File: config.mk
export PLATFORM = sky130hd
export DESIGN_NAME = dtli_front
export DESIGN_NICKNAME = d
export VERILOG_FILES = /design/src/design/dtli_pkg.sv /design/src/design/dtli_front.sv
export SDC_FILE = /design/constraint.sdc
export NUM_CORES = 1
export LEC_CHECK = 0
export BUFFER_PORTS_ARGS = -buffer_cell sky130_fd_sc_hd__buf_2
export CAP_MARGIN = 15
export CORE_ASPECT_RATIO = 0.75
export CORE_MARGIN = 10
export CORE_UTILIZATION = 56
export CTS_CLUSTER_SIZE = 16
export DETAILED_ROUTE_END_ITERATION = 10
export GPL_TIMING_DRIVEN = 0
export MAX_ROUTING_LAYER = met4
export PLACE_DENSITY = 0.88
export SLEW_MARGIN = 20
export SYNTH_ARGS = -nofsm -noshare
export SYNTH_HDL_FRONTEND = slang
export SYNTH_SLANG_ARGS = --single-unit
File: constraint.sdc
create_clock -name clock -period 15.9 [get_ports clock]
set_input_delay 1.59 -clock clock [delete_from_list [all_inputs] [get_ports clock]]
set_output_delay 1.59 -clock clock [all_outputs]
set_load 0.05 [all_outputs]
File: src/design/dtli_pkg.sv
// Shared types and constants for the descending table interpolator.
`timescale 1ns / 1ps
package dtli_pkg;
   localparam int TableDepth = 128;
   localparam int IdxW = $clog2(TableDepth);
   localparam int XW = 32;
   localparam int YW = 24;
   localparam int QueueDepth = 2;

   localparam logic REQ_WRITE = 1'b0;
   localparam logic REQ_EVAL = 1'b1;

   localparam logic [1:0] CLAMP_NONE = 2'd0;
   localparam logic [1:0] CLAMP_ABOVE = 2'd1;
   localparam logic [1:0] CLAMP_BELOW = 2'd2;
   localparam logic [1:0] CLAMP_WRACK = 2'd3;

   localparam logic [0:0] CSR_ENTRIES_USED = 1'b0;

   typedef struct packed {
      logic          is_eval;
      logic [6:0]    index;
      logic [XW-1:0] ex;
      logic [YW-1:0] ey;
      logic [XW-1:0] qx;
   } cmd_type;
endpackage

File: src/design/dtli_front.sv
// Front end: takes commands and queues them toward the search engine.
`timescale 1ns / 1ps
module dtli_front import dtli_pkg::*; (
   input  logic          clock,
   input  logic          reset,
   input  logic          start,
   input  logic          busy,
   input  cmd_type       cmd_in,
   output logic          q_valid,
   output cmd_type       q_head,
   input  logic          q_pop,
   output logic          q_full
);
   cmd_type slot_ff [QueueDepth];
   logic wr_ptr_ff, wr_ptr_in, rd_ptr_ff, rd_ptr_in;
   logic [1:0] count_ff, count_in;
   logic push;

   assign push = start && !busy;
   assign q_full = (count_ff == 2'(QueueDepth));
   assign q_valid = (count_ff != 2'd0);
   assign q_head = slot_ff[rd_ptr_ff];

   always_comb begin
      wr_ptr_in = push ? !wr_ptr_ff : wr_ptr_ff;
      rd_ptr_in = q_pop ? !rd_ptr_ff : rd_ptr_ff;
      count_in = count_ff + 2'(push) - 2'(q_pop);
   end

   always_ff @(posedge clock) begin
      if (reset) begin
         wr_ptr_ff <= 1'b0;
         rd_ptr_ff <= 1'b0;
         count_ff <= 2'd0;
      end else begin
         wr_ptr_ff <= wr_ptr_in;
         rd_ptr_ff <= rd_ptr_in;
         count_ff <= count_in;
      end
   end

   always_ff @(posedge clock) begin
      if (push) slot_ff[wr_ptr_ff] <= cmd_in;
   end

`ifndef SYNTHESIS
   a_no_overflow: assert property (@(posedge clock) disable iff (reset)
      q_full |-> !push) else $error("queue overflow");
   a_no_underflow: assert property (@(posedge clock) disable iff (reset)
      q_pop |-> q_valid) else $error("queue underflow");
   a_count_range: assert property (@(posedge clock) disable iff (reset)
      count_ff <= 2'(QueueDepth)) else $error("queue count out of range");
`endif
endmodule

Word-level counts from Yosys, hierarchy flattened
Memory sizes are Yosys's and may differ from the RTL's. A register that Yosys moved wholly into a read port is not among the register bits. Index checks and enable logic that the tools add are counted.

Memories: 1. Input bits: 101. Memory bits (writable): 192. Register bits after elaboration: 4. Logic and storage cells: 16.

Memories: slot_ff (depth 2, bits a word 96, rd ports 1, clocked after Yosys merged registers in 1, wr ports 1, RTL line dtli_front.sv:14) `cmd_type slot_ff [QueueDepth];`.

Muxes and demuxes: 4. Reductions and logical operators: 5. Add/sub/neg operators: 2. Equal/unequal tests: 1.

Operators by type and width (count): $mux W1 (4); $logic_not A1 Y1 (3); $add A2 B1 Y2 (1); $eq A2 B2 Y1 const B (1); $reduce_bool A2 Y1 (1); $sub A2 B1 Y2 (1); $logic_and A1 B1 Y1 (1).

Depth between registers and ports, before layout
Gate-level depths: netlist of the first run.

Depth after elaboration: 4. Mapped depth: 7. Depth with buffers taken out: 6.

Least setup slack after synthesis of the first run
No wires, ideal clock.

Path kind: input to register. From: input busy. To: memory slot_ff[0][0] (netlist name), enable pin. Cell stages on the path: 3. Path slack: 9.464 ns. Setup time: 0.552 ns. Path buffers: 1. Arrival: 5.885 ns. Data required time: 15.348 ns. Cell sequence: nand2b_1 -> clkbuf_1 -> nor2_1.

Word-level cells in the longest chain between the ends: 4.

RTL lines: from (decl) (RTL line dtli_front.sv:7) `input logic busy,`; $logic_not A1 Y1 (RTL line dtli_front.sv:19) `assign push = start && !busy;`; $logic_and A1 B1 Y1 (RTL line dtli_front.sv:19); $mux W1 (RTL line dtli_front.sv:43) `if (push) slot_ff[wr_ptr_ff] <= cmd_in;`; $mux W1 (not written as such) (RTL line dtli_front.sv:43); to (decl) (RTL line dtli_front.sv:14).

No other way between the ends.

==> results.sh, run 1 <==
export IMPL_root_buffer="clkbuf_16"
export IMPL_cts_inserted_buffers=17
export IMPL_required_ps=14310
export IMPL_fin_skew_ps=8.07
export IMPL_fp_row_count=36
export IMPL_yosysSeqAreaShare_pct=79.9
export IMPL_gr_total_overflow=0
export IMPL_cp_slowest_cell="mux2_2"
export IMPL_clkLatencyLatePin_ps=420
export IMPL_drv_slew=0
export IMPL_synth_net_count=425
export IMPL_status="finished clean"
export IMPL_route_vias_total=3761
export IMPL_grt_antenna_before_repair=2
export IMPL_start_util_pct=56.8
export IMPL_cts_sinks=197
export IMPL_worstSetupEndpointType="output pin"
export IMPL_drive_above_1_share_pct=61.6
export IMPL_hpwl_um=11300
export IMPL_p_leak_nw=3.57
export IMPL_fmax_mhz=296
export IMPL_drv_cap=0
export IMPL_dieHeight_um=119
export IMPL_path_buf_inv=3
export IMPL_layout_nets=650
export IMPL_fp_dieArea_sq_mm=0.0181
export IMPL_cts_hold_buf=0
export IMPL_cts_tree="done"
export IMPL_path_class="flop to output pin"
export IMPL_first_pass_iters=4
export IMPL_hold_violations=0
export IMPL_grt_pass1_wl_um=23300
export IMPL_pin_count=199
export IMPL_die_w_um=152
export IMPL_path_max_fanout=10
export IMPL_clk_transition_reported_paths_ps=60
export IMPL_gp_congestion=0.757
export IMPL_power_density_mw_per_mm2=128
export IMPL_postCtsSetupBuffers=0
export IMPL_peakVddDrop_mv=0.117
export IMPL_rr_startpoint="wr_ptr_ff$_SDFFE_PP0P_"
export IMPL_fin_crit_sh_pct=21.2
export IMPL_slew_headroom_pct=63.0
export IMPL_cts_max_level=4
export IMPL_core_sq_mm=0.0129
export IMPL_yosysWarningCount=0
export IMPL_drt_iter0_markers=182
export IMPL_syn_avg_cell_area_sq_um=22.7
export IMPL_startpoint_type="flop"
export IMPL_synthesis_area_sq_mm=0.00734
export IMPL_ys_ff_latch=197
export IMPL_track_usage_pct=17.1
export IMPL_rsz0062_at_grt="false"
export IMPL_tightest_slew_ps=553
export IMPL_viasPerCell=5.12
export IMPL_finalSetupViolCount=0
export IMPL_ant_nets=0
export IMPL_hold_class="flop to flop"
export IMPL_syn_to_final_growth_pct=27.0
export IMPL_numPortBuffers=198
export IMPL_clockBufferDepth=2
export IMPL_hp_start="rd_ptr_ff$_SDFFE_PP0P_"
export IMPL_tns_ps=0
export IMPL_post_drt_wl_per_cell_um=20.8
export IMPL_cpPeakStageDelay_ps=400
export IMPL_ff2ff_setup_slack_ps=14200
export IMPL_fin_crit_ps=3380
export IMPL_ys_types=20
export IMPL_arrival_ps=1790
export IMPL_grt_pass1_vias=4242
export IMPL_p_total_mw=1.19
export IMPL_grt_max_degree=29
export IMPL_path_delay_family="buffers and inverters"
export IMPL_cts_resized=0
export IMPL_worstPathCellList="buf_6 -> buf_2 -> mux2_2 -> buf_2"
export IMPL_critPathMostFrequentCell="buf_2"
export IMPL_syn_inst=323
export IMPL_wirelength_um=15300
export IMPL_drc_errors=0
==> power breakdown <==
group          switching (mW)  total, mW  internal [mW]
combinational           0.130      0.194         0.0643
sequential            0.00541      0.597          0.591
clock                   0.174      0.403          0.229
==> cells by family after synthesis <==
logic type                 count (synthesis)  share of synthesized area [%]
xor gates and xnor gates                   4                          0.477
AOI/OAI and AO/OA                          1                         0.0681
muxes                                     96                           16.8
buffers and inverters                     13                           1.89
DFF                                      197                           79.9
adders and majority gates                  1                          0.170
and+or+nand+nor                           11                          0.750
==> worst register-to-register path: cells and delay by family (launching register included) <==
kind	cells	cell delay [ps]
buf+inv	3	640
simple gates	1	420
flops	1	330
==> cells in the final DEF (no fill, tap or decap), types with 2 or more instances in the layout <==
cell type	instances
clkinv_2	4
nor2b_1	2
diode_2	3
clkinvlp_4	3
mux2_2	56
xnor2_1	3
clkinv_1	2
dfxtp_1	5
nor2_4	2
buf_12	6
bufinv_16	2
mux2_4	40
clkbuf_16	17
buf_8	2
clkinv_4	2
buf_16	5
edfxtp_1	192
nor2_1	3
buf_2	203
==> routing by layer <==
| layer | track usage [%] | share of wire (%) | vias to the layer above |
|---|---|---|---|
| met5 | - | 0 | - |
| met1 | 19.2 | 40 | 1869 |
| met3 | 6.83 | 8.7 | 11 |
| met4 | 5.22 | 0.91 | 0 |
| li1 | - | - | 1724 |
| met2 | 27.6 | 50 | 157 |
==> synth_stat cells <==
cell | instances | share of area, %
mux2_4 | 40 | 8.2
xnor2_1 | 3 | 0.36
nand2b_1 | 1 | 0.085
clkbuf_1 | 1 | 0.051
ha_1 | 1 | 0.17
mux2_2 | 56 | 8.6
inv_1 | 1 | 0.051
edfxtp_1 | 192 | 79
nor2_1 | 5 | 0.26
buf_2 | 5 | 0.34
and3_1 | 1 | 0.085
buf_12 | 4 | 1.1
xor2_1 | 1 | 0.12
or2_2 | 1 | 0.085
dfxtp_1 | 5 | 1.4
buf_6 | 1 | 0.15
a21oi_1 | 1 | 0.068
nor3_1 | 1 | 0.068
nor2b_1 | 2 | 0.17
buf_8 | 1 | 0.20
==> registers in the layout (all words and copies together) (netlist names), named ones only <==
signal,cells
count_ff,2
rd_ptr_ff,1
slot_ff,192
wr_ptr_ff,1
==> cell type report <==
| cell class | count | area, sq um |
|---|---|---|
| plain buffers | 12 | 135 |
| diodes | 3 | 7.51 |
| inverters | 1 | 3.75 |
| repair buffers | 206 | 1180 |
| multi-input cells | 113 | 1350 |
| well taps | 171 | 214 |
| flip-flops and latches | 197 | 5870 |
| fillers | 791 | 3600 |
| clock inverters | 14 | 136 |
| clock buffers | 17 | 425 |
==> final timing paths <==
| kind | endpoint | depth (start not counted) |
|---|---|---|
| max | q_head[19] | 4 |
| min | rd_ptr_ff$_SDFFE_PP0P_ | 2 |
| min reg2reg | rd_ptr_ff$_SDFFE_PP0P_ | 2 |
| max reg2reg | slot_ff[0][1]$_DFFE_PP_ | 4 |
==> stage by stage <==
| stage | worst slack, ps | instance area (sq um) | std cells | util (%) | hold slack, ps |
|---|---|---|---|---|---|
| after floorplan | 9460 | 7340 | 323 | - | 480 |
| after global placement | 7540 | 8550 | 692 | 66.1 | 497 |
| after detailed placement | 12390 | 8760 | 700 | 67.7 | 505 |
| after CTS | 12480 | 9320 | 731 | 72.1 | 538 |
| after global routing | 12440 | 9320 | 733 | 72.1 | 550 |
| final | 12520 | 9330 | 734 | 72.1 | 527 |
(Power assumes the default switching activity.)
==> inputs of run 2 (changes only) <==
--- a/config.mk
+++ b/config.mk
@@ -9,12 +9,12 @@
 export CAP_MARGIN = 15
 export CORE_ASPECT_RATIO = 0.75
 export CORE_MARGIN = 10
-export CORE_UTILIZATION = 56
+export CORE_UTILIZATION = 52
 export CTS_CLUSTER_SIZE = 16
 export DETAILED_ROUTE_END_ITERATION = 10
 export GPL_TIMING_DRIVEN = 0
 export MAX_ROUTING_LAYER = met4
-export PLACE_DENSITY = 0.88
+export PLACE_DENSITY = 0.83
 export SLEW_MARGIN = 20
 export SYNTH_ARGS = -nofsm -noshare
 export SYNTH_HDL_FRONTEND = slang
==> constraint.sdc (replaced) <==
create_clock -name clock -period 3.2 [get_ports clock]
set_input_delay 0.32 -clock clock [delete_from_list [all_inputs] [get_ports clock]]
set_output_delay 0.32 -clock clock [all_outputs]
set_load 0.05 [all_outputs]
==> run 2 against run 1 <==
Combinational power grew to 4.9 times the previous value. Sequential share of layout area about the same. Total power rose to 5.0 times the previous value. Hold slack got worse by 450 ps. First-iteration DRC count is 24% higher. Register-to-register slack worse by 13000 ps. Sequential cell count stayed put.
==> results.sh, run 2 (same netlist as run 1, synthesis figures left out) <==
export IMPL_status="finished clean"
export IMPL_gr_total_overflow=0
export IMPL_placed_area_sq_mm=0.00872
export IMPL_hold_violations=0
export IMPL_dieHeight_um=123
export IMPL_fin_crit_sh_pct=65.8
export IMPL_p_leak_nw=3.57
export IMPL_cts_hold_buf=0
export IMPL_critPathMostFrequentCell="buf_2"
export IMPL_final_cell_mix="203 x buf_2, 192 x edfxtp_1, 56 x mux2_2, 40 x mux2_4, 17 x clkbuf_16"
export IMPL_cts_resized=0
export IMPL_hold_slack_ps=78.2
export IMPL_clk_transition_reported_paths_ps=70
export IMPL_gp_congestion=0.732
export IMPL_dp_cells=703
export IMPL_syn_to_final_growth_pct=26.9
export IMPL_drv_cap=0
export IMPL_clockBufferDepth=2
export IMPL_finalSetupViolCount=0
export IMPL_postCtsSetupBuffers=0
export IMPL_cts_tree="done"
export IMPL_grt_antenna_before_repair=3
export IMPL_regArea_sq_mm=0.00587
export IMPL_top_regs="slot_ff x192, count_ff x2"
export IMPL_drive_above_1_share_pct=61.3
export IMPL_layout_nets=649
export IMPL_grt_pass1_vias=4033
export IMPL_path_delay_family="buffers and inverters"
export IMPL_ant_nets=0
export IMPL_arrival_ps=1790
export IMPL_startpoint_type="flop"
export IMPL_drt_iter0_markers=226
export IMPL_final_cell_count_no_fill=738
export IMPL_required_ps=2880
export IMPL_power_density_mw_per_mm2=647
export IMPL_worstPathCellList="buf_6 -> buf_2 -> mux2_2 -> buf_2"
export IMPL_grt_max_degree=29
export IMPL_fp_row_count=37
export IMPL_clkLatencyLatePin_ps=420
export IMPL_drv_slew=0
export IMPL_cts_max_level=4
export IMPL_core_sq_mm=0.0138
export IMPL_hpwl_um=10900
export IMPL_track_usage_pct=15.8
export IMPL_pin_count=199
export IMPL_root_buffer="clkbuf_16"
export IMPL_fillers=905
export IMPL_p_total_mw=6.03
export IMPL_fin_crit_ps=2110
export IMPL_slew_headroom_pct=59.5
export IMPL_tightest_slew_ps=606
export IMPL_fmax_mhz=475
export IMPL_start_util_pct=53.2
export IMPL_crit_cells=4
export IMPL_regMostFlops="slot_ff"
export IMPL_largest_reg_flops=192
export IMPL_rsz0062_at_grt="false"
export IMPL_multi_input_area_sq_mm=0.00135
export IMPL_rr_endpoint="slot_ff[0][60]$_DFFE_PP_"
export IMPL_cpPeakStageDelay_ps=400
export IMPL_fin_area_sq_mm=0.00932
export IMPL_mostFrequentLayoutCell="buf_2"
export IMPL_drc_errors=0
export IMPL_first_pass_iters=4
export IMPL_cp_slowest_cell="mux2_2"
export IMPL_peakVddDrop_mv=0.431
export IMPL_rr_startpoint="wr_ptr_ff$_SDFFE_PP0P_"
export IMPL_route_vias_total=3777
export IMPL_path_buf_inv=3
export IMPL_viasPerCell=5.12
export IMPL_worstSetupEndpointType="output pin"
export IMPL_grt_pass1_wl_um=22300
export IMPL_ff2ff_setup_slack_ps=1540
export IMPL_hold_class="input pin to flop"
export IMPL_cts_inserted_buffers=17
export IMPL_fp_dieArea_sq_mm=0.0193
export IMPL_die_w_um=157
export IMPL_cp_endpoint="q_head[5]"
export IMPL_cts_sinks=197
export IMPL_path_class="flop to output pin"
export IMPL_path_max_fanout=10
export IMPL_fin_util_pct=67.5
export IMPL_fin_skew_ps=5.29
export IMPL_wirelength_um=15000
export IMPL_post_drt_wl_per_cell_um=20.3
export IMPL_numPortBuffers=198
export IMPL_reg2reg_depth=3
-- run 2: changes by cell type in the layout (fill, tap and decap cells not counted), sizes merged --
cell	change
clkinvlp	-2
buf	-1
bufinv	+1
clkbuf	+1
inv	+1
-- run 2: worst reg2reg max path, stage by stage, from the launching register on --
cell and delay, ps:
dfxtp_1 340, nor2_4 500, buf_12 280, buf_12 230
-- run 2: final cells by class --
cell class	count	share of cell area, %
Inverter	1	0.0403
Sequential cell	197	62.9
Clock buffer	18	4.61
Tap cell	175	2.35
Antenna cell	3	0.0806
Clock inverter	14	1.71
Timing Repair Buffer	205	12.3
Buffer	12	1.45
Multi-Input combinational cell	113	14.5
-- run 2: worst min-delay path by stage --
stage	start	end	slack [ps]	depth (start not counted)
floorplan	reset	count_ff[0]$_SDFF_PP0_	390	1
global placement	rd_ptr_ff$_SDFFE_PP0P_	rd_ptr_ff$_SDFFE_PP0P_	500	2
detailed placement	rd_ptr_ff$_SDFFE_PP0P_	flop	500	2
CTS	cmd_in[62]	slot_ff[0][62]$_DFFE_PP_	60	1
global route	cmd_in[56]	slot_ff[1][56]$_DFFE_PP_	60	1
finish	cmd_in[22]	slot_ff[0][22]$_DFFE_PP_	80	1
-- run 2: power by group --
| part | internal (mW) | switching, mW |
|---|---|---|
| Sequential | 2.94 | 0.0257 |
| Combinational | 0.314 | 0.642 |
| Clock | 1.22 | 0.885 |
-- run 2: per-stage QoR --
stage | TNS, ps | worst slack, ps
after global routing | 0 | 1000
after detailed placement | 0 | 1010
final | 0 | 1090
after global placement | -314580 | -1650
after floorplan | -69370 | -361
after CTS | 0 | 1050
-- run 2: layer usage --
metal	GRT usage (%)	wire (um)	vias to the layer above
li1	-	-	1735
met1	17.9	5940	1857
met2	24.6	7220	168
met3	7.18	1610	17
met4	5.42	185	0
met5	-	0	-
